File: src/rtl/core/pss_pkg.sv
package pss_pkg;

  // table size and per-tick result cap
  localparam int NUM_SLOTS   = 16;
  localparam int MAX_RESULTS = 16;

  // field widths
  localparam int SLOT_FW = 8;
  localparam int TIME_W  = 16;
  localparam int TASK_W  = 6;

  // derived widths
  localparam int SLOT_W = (NUM_SLOTS > 1) ? $clog2(NUM_SLOTS) : 1;
  localparam int CNT_W  = $clog2(MAX_RESULTS + 1);

  // item kinds
  localparam logic KIND_REG  = 1'b0;
  localparam logic KIND_TICK = 1'b1;

  // result status codes
  localparam logic STATUS_OK  = 1'b0;
  localparam logic STATUS_ERR = 1'b1;

  typedef struct packed {
    logic                kind;
    logic [SLOT_FW-1:0]  slot;
    logic [TIME_W-1:0]   period;
    logic [TIME_W-1:0]   start_delay;
    logic                active;
  } in_item_t;

  typedef struct packed {
    logic               status;
    logic               fired;
    logic [TASK_W-1:0]  task_index;
    logic               last;
  } out_item_t;

  // controller to datapath
  typedef struct packed {
    logic load;
    logic do_reg;
    logic step;
    logic finish;
  } dp_cmd_t;

  // datapath to controller
  typedef struct packed {
    logic fire_rep;
    logic hold_valid;
    logic last_slot;
    logic out_free;
  } dp_stat_t;

endpackage

File: src/rtl/core/pss_in_if.sv
interface pss_in_if import pss_pkg::*; ();
  logic     valid;
  logic     ready;
  in_item_t data;

  modport source (output valid, output data, input ready);
  modport sink   (input valid, input data, output ready);
endinterface

File: src/rtl/core/pss_out_if.sv
interface pss_out_if import pss_pkg::*; ();
  logic      valid;
  logic      ready;
  out_item_t data;

  modport source (output valid, output data, input ready);
  modport sink   (input valid, input data, output ready);
endinterface

File: src/rtl/core/pss_ctrl.sv
module pss_ctrl import pss_pkg::*; (
  input  logic     clk,
  input  logic     rst_n,
  input  logic     in_valid,
  input  logic     in_kind,
  output logic     in_ready,
  input  dp_stat_t stat,
  output dp_cmd_t  cmd
);

  typedef enum logic [1:0] {
    S_IDLE,
    S_REG,
    S_WALK,
    S_DONE
  } state_t;

  state_t state_r, state_nxt;

  // stepping is blocked only when a held firing must move out first
  logic step_ok;
  assign step_ok = !(stat.fire_rep && stat.hold_valid) || stat.out_free;

  assign in_ready = (state_r == S_IDLE);

  // next state and commands
  always_comb begin
    state_nxt = state_r;
    cmd       = '0;
    unique case (state_r)
      S_IDLE: begin
        if (in_valid) begin
          cmd.load  = 1'b1;
          state_nxt = (in_kind == KIND_TICK) ? S_WALK : S_REG;
        end
      end
      S_REG: begin
        if (stat.out_free) begin
          cmd.do_reg = 1'b1;
          state_nxt  = S_IDLE;
        end
      end
      S_WALK: begin
        if (step_ok) begin
          cmd.step = 1'b1;
          if (stat.last_slot) state_nxt = S_DONE;
        end
      end
      S_DONE: begin
        if (stat.out_free) begin
          cmd.finish = 1'b1;
          state_nxt  = S_IDLE;
        end
      end
      default: state_nxt = S_IDLE;
    endcase
  end

  // state register
  always_ff @(posedge clk) begin
    if (!rst_n) begin
      state_r <= S_IDLE;
    end else begin
      state_r <= state_nxt;
    end
  end

  // at most one command per cycle
  assert property (@(posedge clk) disable iff (!rst_n) $onehot0(cmd))
    else $error("pss_ctrl: more than one datapath command");

  // a walk always ends in the final push state
  assert property (@(posedge clk) disable iff (!rst_n)
    (cmd.step && stat.last_slot) |=> (state_r == S_DONE))
    else $error("pss_ctrl: walk did not close");

  // stepping never drops a held firing
  assert property (@(posedge clk) disable iff (!rst_n)
    (cmd.step && stat.fire_rep && stat.hold_valid) |-> stat.out_free)
    else $error("pss_ctrl: held firing overwritten");

endmodule

File: src/rtl/core/pss_dp.sv
module pss_dp import pss_pkg::*; (
  input  logic      clk,
  input  logic      rst_n,
  input  in_item_t  in_data,
  input  dp_cmd_t   cmd,
  output dp_stat_t  stat,
  output logic      out_valid,
  output out_item_t out_data,
  input  logic      out_ready
);

  // slot table
  logic              used_r [NUM_SLOTS];
  logic              act_r  [NUM_SLOTS];
  logic [TIME_W-1:0] per_r  [NUM_SLOTS];
  logic [TIME_W-1:0] cd_r   [NUM_SLOTS];

  // walk and item state
  in_item_t          item_r;
  logic [SLOT_W-1:0] idx_r;
  logic              hold_valid_r;
  logic [SLOT_W-1:0] hold_idx_r;
  logic [CNT_W-1:0]  nrep_r;

  // output register
  logic              out_valid_r;
  out_item_t         out_r;

  // current slot view
  logic              live, fire, fire_rep;
  logic [TIME_W-1:0] cur_cd, cur_per, reload, cd_nxt;
  assign cur_cd   = cd_r[idx_r];
  assign cur_per  = per_r[idx_r];
  assign live     = used_r[idx_r] && act_r[idx_r];
  assign fire     = live && (cur_cd == '0);
  assign fire_rep = fire && (nrep_r < CNT_W'(MAX_RESULTS));
  assign reload   = (cur_per == '0) ? '0 : cur_per - TIME_W'(1);
  assign cd_nxt   = fire ? reload : cur_cd - TIME_W'(1);

  // register check, range tested before the table is read
  logic              in_range, bad;
  logic [SLOT_W-1:0] reg_idx;
  assign reg_idx  = item_r.slot[SLOT_W-1:0];
  assign in_range = item_r.slot < SLOT_FW'(NUM_SLOTS);
  assign bad      = !in_range || used_r[reg_idx];

  logic out_free;
  assign out_free = !out_valid_r || out_ready;

  // result push selection
  logic      push;
  out_item_t push_data;
  always_comb begin
    push      = 1'b0;
    push_data = '0;
    if (cmd.do_reg) begin
      push             = 1'b1;
      push_data.status = bad ? STATUS_ERR : STATUS_OK;
      push_data.last   = 1'b1;
    end else if (cmd.step && fire_rep && hold_valid_r) begin
      push                 = 1'b1;
      push_data.status     = STATUS_OK;
      push_data.fired      = 1'b1;
      push_data.task_index = TASK_W'(hold_idx_r);
    end else if (cmd.finish) begin
      push                 = 1'b1;
      push_data.status     = STATUS_OK;
      push_data.fired      = hold_valid_r;
      push_data.task_index = hold_valid_r ? TASK_W'(hold_idx_r) : '0;
      push_data.last       = 1'b1;
    end
  end

  // used flags
  always_ff @(posedge clk) begin
    if (!rst_n) begin
      for (int i = 0; i < NUM_SLOTS; i++) used_r[i] <= 1'b0;
    end else if (cmd.do_reg && !bad) begin
      used_r[reg_idx] <= 1'b1;
    end
  end

  // task fields and countdowns
  always_ff @(posedge clk) begin
    if (cmd.do_reg && !bad) begin
      act_r[reg_idx] <= item_r.active;
      per_r[reg_idx] <= item_r.period;
      cd_r[reg_idx]  <= item_r.start_delay;
    end else if (cmd.step && live) begin
      cd_r[idx_r] <= cd_nxt;
    end
  end

  // latched item and held firing index
  always_ff @(posedge clk) begin
    if (cmd.load) item_r <= in_data;
    if (cmd.step && fire_rep) hold_idx_r <= idx_r;
  end

  // walk control
  always_ff @(posedge clk) begin
    if (!rst_n) begin
      idx_r        <= '0;
      hold_valid_r <= 1'b0;
      nrep_r       <= '0;
    end else if (cmd.load) begin
      idx_r        <= '0;
      hold_valid_r <= 1'b0;
      nrep_r       <= '0;
    end else if (cmd.step) begin
      if (!stat.last_slot) idx_r <= idx_r + SLOT_W'(1);
      if (fire_rep) begin
        hold_valid_r <= 1'b1;
        nrep_r       <= nrep_r + CNT_W'(1);
      end
    end
  end

  // output register
  always_ff @(posedge clk) begin
    if (!rst_n) begin
      out_valid_r <= 1'b0;
    end else if (push) begin
      out_valid_r <= 1'b1;
    end else if (out_ready) begin
      out_valid_r <= 1'b0;
    end
  end

  always_ff @(posedge clk) begin
    if (push) out_r <= push_data;
  end

  assign out_valid       = out_valid_r;
  assign out_data        = out_r;
  assign stat.fire_rep   = fire_rep;
  assign stat.hold_valid = hold_valid_r;
  assign stat.last_slot  = (idx_r == SLOT_W'(NUM_SLOTS - 1));
  assign stat.out_free   = out_free;

  // a push never lands on an undelivered result
  assert property (@(posedge clk) disable iff (!rst_n) push |-> out_free)
    else $error("pss_dp: result overwritten");

  // a held firing implies at least one counted report
  assert property (@(posedge clk) disable iff (!rst_n) hold_valid_r |-> (nrep_r != '0))
    else $error("pss_dp: hold without count");

  // firing results never carry an error status
  assert property (@(posedge clk) disable iff (!rst_n)
    (out_valid_r && out_r.fired) |-> (out_r.status == STATUS_OK))
    else $error("pss_dp: fired result with error");

endmodule

File: src/rtl/core/periodic_task_slot_scheduler.sv
// Periodic task slot scheduler
//
// in_ch carries items: kind 0 registers a task (slot, period, start_delay,
// active) into a free slot, kind 1 is one scheduler tick. out_ch returns
// results: a register item gives one result with status 0 (ok) or 1 (slot
// out of range or taken). A tick walks the slots from 0 upward and gives one
// result per task that fires, the final one marked by last; a tick with no
// firings gives one empty result with last set.
// Items are taken one at a time. A register item's result is written to the
// output register from the S_REG state, after which the next item can be
// taken. A tick walks the slots one per cycle while out_ch does not stall,
// as the walk reads the slot table through a single index, and then writes
// its last result from the S_DONE state before the next item is taken;
// a firing is held one step so that last can be set.
// in_ch.ready is high only between items.
// When out_ch stalls, the output register holds its result and the walk pauses
// at the next slot that fires while an earlier firing is held; a register or closing result waits.
// Reset (rst_n low, synchronous) empties every slot and clears the walk and
// output state; task fields need no clearing as they are read only once a
// slot is in use.
module periodic_task_slot_scheduler import pss_pkg::*; (
  input logic      clk,
  input logic      rst_n,
  pss_in_if.sink   in_ch,
  pss_out_if.source out_ch
);

  dp_cmd_t  cmd;
  dp_stat_t stat;

  pss_ctrl u_ctrl (
    .clk      (clk),
    .rst_n    (rst_n),
    .in_valid (in_ch.valid),
    .in_kind  (in_ch.data.kind),
    .in_ready (in_ch.ready),
    .stat     (stat),
    .cmd      (cmd)
  );

  pss_dp u_dp (
    .clk       (clk),
    .rst_n     (rst_n),
    .in_data   (in_ch.data),
    .cmd       (cmd),
    .stat      (stat),
    .out_valid (out_ch.valid),
    .out_data  (out_ch.data),
    .out_ready (out_ch.ready)
  );

endmodule
File: src/flat_wrapper.sv
// flat-port wrapper written by rule: the top's interface ports become plain ports
module periodic_task_slot_scheduler_flat import pss_pkg::*;
  (clk, rst_n, in_ch_valid, in_ch_data, in_ch_ready, out_ch_valid, out_ch_data, out_ch_ready);
  pss_in_if in_ch_i ();
  pss_out_if out_ch_i ();
  input logic clk;
  input logic rst_n;
  input wire logic [$bits(in_ch_i.valid)-1:0] in_ch_valid;
  input wire logic [$bits(in_ch_i.data)-1:0] in_ch_data;
  output wire logic [$bits(in_ch_i.ready)-1:0] in_ch_ready;
  output wire logic [$bits(out_ch_i.valid)-1:0] out_ch_valid;
  output wire logic [$bits(out_ch_i.data)-1:0] out_ch_data;
  input wire logic [$bits(out_ch_i.ready)-1:0] out_ch_ready;
  assign in_ch_i.valid = in_ch_valid;
  assign in_ch_i.data = in_ch_data;
  assign in_ch_ready = in_ch_i.ready;
  assign out_ch_valid = out_ch_i.valid;
  assign out_ch_data = out_ch_i.data;
  assign out_ch_i.ready = out_ch_ready;
  periodic_task_slot_scheduler u_core (.clk(clk), .rst_n(rst_n), .in_ch(in_ch_i), .out_ch(out_ch_i));
endmodule
File: config.mk
export PLATFORM = sky130hd
export DESIGN_NAME = periodic_task_slot_scheduler_flat
export DESIGN_NICKNAME = d
export VERILOG_FILES = /design/src/rtl/core/pss_pkg.sv /design/src/rtl/core/pss_in_if.sv /design/src/rtl/core/pss_out_if.sv /design/src/rtl/core/pss_ctrl.sv /design/src/rtl/core/pss_dp.sv /design/src/rtl/core/periodic_task_slot_scheduler.sv /design/src/flat_wrapper.sv
export SDC_FILE = /design/constraint.sdc
export NUM_CORES = 1
export LEC_CHECK = 0
export ABC_CLOCK_PERIOD_IN_PS = 8380
export BUFFER_PORTS_ARGS = -buffer_cell sky130_fd_sc_hd__buf_2
export CORE_ASPECT_RATIO = 1.1
export CORE_MARGIN = 2
export CORE_UTILIZATION = 67
export DETAILED_ROUTE_END_ITERATION = 6
export GPL_TIMING_DRIVEN = 0
export PLACE_DENSITY_LB_ADDON = 0.2
export SLEW_MARGIN = 40
export SYNTH_ARGS = -nofsm -noshare
export SYNTH_HDL_FRONTEND = slang
export SYNTH_SLANG_ARGS = --single-unit
File: constraint.sdc
create_clock -name clk -period 8.38 [get_ports clk]
set_input_delay 0 -clock clk [delete_from_list [all_inputs] [get_ports clk]]
set_output_delay 0 -clock clk [all_outputs]
set_load 0.02 [all_outputs]
After elaboration in Yosys (flattened, before gate mapping)
Memories as Yosys holds them, arrays and structs flattened. A register that Yosys moved wholly into a read port is not among the register bits.
Cells that the tools add are included.
W data, S select, Z words.
- word-level logic and storage cells: 112
- flip-flop bits (word level): 67
- input port bits: 46
- memory bits (writable): 544
- memories: 4
- memory list (name ; words ; width ; rd ports ; clocked after Yosys merged registers in ; wr ports ; line ; text):
    u_core.u_dp.cd_r ; 16 ; 16 ; 1 ; 1 ; 1 ; pss_dp.sv:16 ; logic [TIME_W-1:0] cd_r [NUM_SLOTS];
    u_core.u_dp.per_r ; 16 ; 16 ; 1 ; 1 ; 1 ; pss_dp.sv:15 ; logic [TIME_W-1:0] per_r [NUM_SLOTS];
    u_core.u_dp.act_r ; 16 ; 1 ; 1 ; 1 ; 1 ; pss_dp.sv:14 ; logic act_r [NUM_SLOTS];
    u_core.u_dp.used_r ; 16 ; 1 ; 2 ; 2 ; 16 ; pss_dp.sv:13 ; logic used_r [NUM_SLOTS];
- mux-type cells: 49
- order comparisons: 2
- reduce and logical (&&, ||, !) cells: 27
- equality and inequality tests: 8
- add/sub/neg operators: 4
- bitwise logic cells: 3
- operators with widths (cell ; number):
    $mux W16 ; 3
    $mux W4 ; 12
    $logic_not A16 Y1 ; 2
    $sub A16 B1 Y16 const B ; 2
    $mux W1 ; 26
    $reduce_or A16 Y1 ; 1
    $mux W2 ; 5
    $logic_and A1 B1 Y1 ; 8
    $lt A8 B5 Y1 const B ; 1
    $mux W8 ; 1
    $mux W7 ; 1
    $pmux W2 S3 ; 1
    $add A5 B1 Y5 const B ; 1
    $lt A5 B5 Y1 const B ; 1
    $add A4 B1 Y4 const B ; 1
    $eq A2 B2 Y1 const B ; 2
    $eq A4 B4 Y1 const B ; 1
    $logic_not A1 Y1 ; 4
    $ne A2 B1 Y1 const B ; 2
    $ne A2 B2 Y1 const B ; 2
    $reduce_and A2 Y1 ; 2
    $reduce_and A4 Y1 ; 1
    $reduce_or A2 Y1 ; 2
    $logic_or A1 B1 Y1 ; 3
    other kinds (6) ; 8

Logic depth before layout (Yosys ltp)
- word-level depth: 14
- depth in mapped cells: 18
- gate-level depth less buffers: 12

Modules after synthesis
From an unflattened synthesis, not the netlist that was laid out.
- cells, all modules: 1357
- area total of the unflattened synthesis: 24662.4 µm²
- modules (own cells, without submodules) (module ; times used ; cells an instance ; area an instance (µm²)):
    pss_dp ; 1 ; 1339 ; 24541.0
    pss_ctrl ; 1 ; 18 ; 121.4

Least setup slack after synthesis
OpenSTA, ideal clock, no wires.
- path kind: register to register
- start: register with a tool-made name
- end: memory u_core.u_dp.cd_r[12][0] (enable)
- path slack: 3.510 ns
- data arrival time: 4.456 ns
- stages on the path, launching flop included: 18
- required time: 7.966 ns
- period minus slack after synthesis: 4.870 ns
- buffers on the path: 6
- cells stage by stage: dfxtp_1 buf_6 buf_6 buf_6 buf_4 buf_4 mux4_2 a22oi_1 nand2_1 inv_1 ha_1 o221ai_1 nor4_4 nand3_1 o21ai_2 buf_2 nand2_1 a21boi_0
- RTL lines (item ; line):
    to (decl) ; pss_dp.sv:16

==> parameters.txt <==
Parameter                              Value

Status
  Status ... finished, final reports clean

Job
  Count of maximum capacitance violations ... 0

GRT
  Global-route wire length before repair ... 92,750 µm
  Antenna violations before repair ... 0
  Grt total ovfl ... 0
  Largest net degree at the start of global routing ... 31
  Number of global-route vias before repair ... 14,200
  Total track usage ... 34.49%

Clocking
  Clock insertion delay at the later pin of the skew report ... 0.63 ns
  Number of buffers inserted during clock tree synthesis ... 58
  Buffers inserted during post-CTS setup optimization ... 0
  Number of sinks on the clock net ... 617
  CTS tree ... done
  Largest buffer count on any clock path ... 3
  Library cell used as clock root buffer ... clkbuf_16
  Clk slew on worst S/H paths ... 0.06 ns
  CTS H-Tree Depth ... 2

Die
  Initial cell density of the core ... 68.04%
  Core Box Area ... 0.03626 mm²
  Die extent in y ... 205.3 µm
  Horizontal die dimension ... 187.0 µm
  Number of rows in the core area ... 73
  Boundary Pins ... 57
  Die ar. ... 0.03838 mm²

Pwr
  Sequential share of power ... 54.5%
  Sw Share ... 20.22%
  Part of the power in the clock network ... 41.9%
  Psw ... 1.277 mW
  Cell leakage power ... 9.151 nW
  P per Cell Area ... 220.8 mW/mm²
  Proportion of power drawn by combinational gates ... 3.6%
  Highest ir drop seen on vdd ... 196.9 µV
  Internal power of the cells ... 5.036 mW

Place
  Area after DPL ... 0.02619 mm²
  Placer Congestion ... 0.9585
  HPWL after DPL ... 39,500 µm
  Dpl ws ... 2.348 ns
  I/O Buffers ... 54

Timing
  Maximum clock frequency ... 164.4 MHz
  Worst setup margin ... 2.297 ns
  Maximum clock skew at final layout ... 0.02209 ns
  Final hold violation count ... 0
  Unrepaired setup endpoints after global routing ... no
  Clock period minus worst slack ... 6.083 ns
  Final slew viol count ... 0
  Setup tns final ... 0 ns
  Worst Tran Pin Value ... 0.8942 ns
  Setup violations, final ... 0
  Slew HR ... 40.39%
  Tcrit/Tclk final ... 72.59%

Worst setup path
  Reg2reg path depth ... 16
  Register-to-register setup slack ... 2.30 ns
  Data arrival time of the critical path ... 6.38 ns
  CP Launch Type ... flop
  Reg2reg end ... u_core.u_dp.cd_r[14][4]
  Required time of the worst setup path ... 8.68 ns
  Crit Path Max Fanout ... 16
  Crit end category ... flop
  CP Class ... reg -> reg

Logic synthesis
  Number of library cell types mapped by synthesis ... 73
  Post-synthesis instance total ... 1,279
  Main synth FF type ... edfxtp_1
  Share of Yosys cell area claimed by the top area cell type ... 70.60%
  Yosys warning count ... 0
  Syn Std Cell Area ... 0.02467 mm²
  Largest cells by area after synthesis ... edfxtp_1 (71%), mux4_2 (11%), dfxtp_1 (3.0%)
  EDFF count, synth ... 580
  Sequential share of the synthesized area ... 73.60%
  Number of synthesized register bits ... 617
  Synth async-reset ratio ... 0%
  Area leader, netlist ... edfxtp_1
  Per-instance average area after synthesis ... 19.29 µm²

Final layout
  Final-stage net count ... 1,521
  Area grow syn2layout ... 15.89%
  Most common cell after layout, fill and taps aside ... edfxtp_1
  Fill count ... 1,805
  Commonest non-fill, non-tap cells in the layout ... edfxtp_1 (580), mux4_2 (118), buf_2 (80)
  Fraction of layout instances using a drive strength above 1 ... 26.60%
  Sequential Area ... 0.01816 mm²
  Post-route cell area ... 0.02859 mm²
  Total inserted antenna cells ... 0
  Multi-input logic area ... 0.006310 mm²

Routing
  Wire length reported by the detailed router ... 64,410 µm
  Number of violations reported at the end of detailed-routing iteration 0 ... 2,035
  First-pass DRT Iterations ... 6
  DRC violation count after routing ... 0
  Routed len/inst ... 32.11 µm
  Vias after detailed routing ... 14,260
  Number of nets still failing antenna checks after routing ... 0
  Mean number of vias per cell ... 7.108

Worst hold path
  Terminating pin of the worst hold path ... u_core.u_dp.item_r[19]
  Origin of the worst min-delay path ... in_ch_data[19]
  Classification of the worst-slack hold path ... in -> reg
  Cell depth of the worst min-delay path ... 2
layout make-up:
class / instances / area share, %
buffer: 65 / 1.387
clock buffer: 86 / 5.728
clock inverter: 23 / 0.9277
inverter: 13 / 0.1707
multi-input combinational: 585 / 22.07
sequential: 617 / 63.51
tap: 487 / 2.131
timing repair buffer: 130 / 4.079
how the worst max path moves through the flow:
stage,end,slack [ns]
after floorplan,u_core.u_dp.cd_r[12][0],3.51
after global placement,u_core.u_dp.cd_r[12][8],0.38
after detailed placement,u_core.u_dp.cd_r[4][6],2.35
after CTS,u_core.u_dp.cd_r[0][6],2.30
after global routing,u_core.u_dp.cd_r[14][4],2.06
final,u_core.u_dp.cd_r[14][4],2.30
registers in the layout (all words and copies together) (netlist names), named ones only:
name,count
u_core.u_dp.cd_r,256
u_core.u_dp.per_r,256
u_core.u_dp.item_r,41
u_core.u_dp.act_r,16
u_core.u_dp.used_r,16
u_core.u_dp.out_data,7
u_core.u_dp.nrep_r,5
u_core.u_dp.hold_idx_r,4
u_core.u_dp.idx_r,4
u_core.u_ctrl.state_r,2
u_core.u_dp.hold_valid_r,1
u_core.u_dp.out_valid,1
layer usage:
layer | vias up | track usage (%) | part of all wire, % | wire, µm
met1 | 7263 | 43.77 | 34 | 22010
met5 | - | 0 | 0 | 0
met3 | 231 | 6.891 | 11 | 6885
met4 | 0 | 16.55 | 5.0 | 3235
met2 | 1087 | 58.19 | 50 | 32280
li1 | 5677 | - | - | -
cell usage after synthesis, types with 13 or more instances:
library cell  number
a21oi_1           14
a22o_1            22
a22oi_1           22
and2_1            23
buf_2             17
clkbuf_1          21
dfxtp_1           37
edfxtp_1         580
inv_1             13
mux2i_1           26
mux4_2           118
nand2_1           57
nand3_1           14
nand4_1           17
nor2_1            47
o21a_1            18
per-stage QoR:
step                      power, mW  instances  utilization [%]  hold WS [ns]
after floorplan               3.626       1280                -       0.09887
after CTS                     6.308       2005            78.76       0.06835
after global routing          6.442       2006            78.85       0.07553
after global placement        3.693       1821            70.47        0.1762
after detailed placement      3.707       1849            72.21        0.1781
final                         6.313       2006            78.85       0.09143
cells by family (layout without fill, tap and decap cells):
| group | Yosys count | count (layout) | share of synthesized area, % |
|---|---|---|---|
| AO/OA/AOI/OAI | 155 | 155 | 4.808 |
| XOR/XNOR | 20 | 20 | 0.7100 |
| adder cells (fa/ha/maj) | 5 | 5 | 0.2536 |
| buffers and inverters | 78 | 317 | 1.734 |
| flip-flops | 617 | 617 | 73.60 |
| multiplexers | 165 | 165 | 13.55 |
| other | 1 | 2 | 0.01520 |
| AND/OR/NAND/NOR | 238 | 238 | 5.335 |
power groups by stage:
| stage | registers [mW] | clock network [mW] | logic, mW |
|---|---|---|---|
| CTS | 3.44 | 2.64 | 0.223 |
| detailed placement | 3.51 | 0 | 0.202 |
| floorplan | 3.49 | 0 | 0.133 |
| global route | 3.44 | 2.76 | 0.241 |
| global placement | 3.50 | 0 | 0.189 |
| finish | 3.44 | 2.65 | 0.226 |
critical path: stages (launching register included):
cell      delay [ns]
dfxtp_1         0.45
buf_2           0.35
buf_2           0.41
buf_2           0.42
buf_1           0.57
mux4_2          0.41
a22oi_1         0.20
nand2_1         0.13
inv_1           0.12
ha_1            0.24
o221ai_1        0.27
nor4_4          0.35
nand2_1         0.28
a311oi_4        0.56
buf_6           0.22
nand2_1         0.08
a31oi_2         0.68
repair_timing:
item	4_1_cts	5_1_grt
setup endpoints to repair	0	0
gates resized for setup	0	0
hold endpoints to repair	61	0
hold buffers	47	0
No activity file was read; power rests on OpenSTA's default activity.
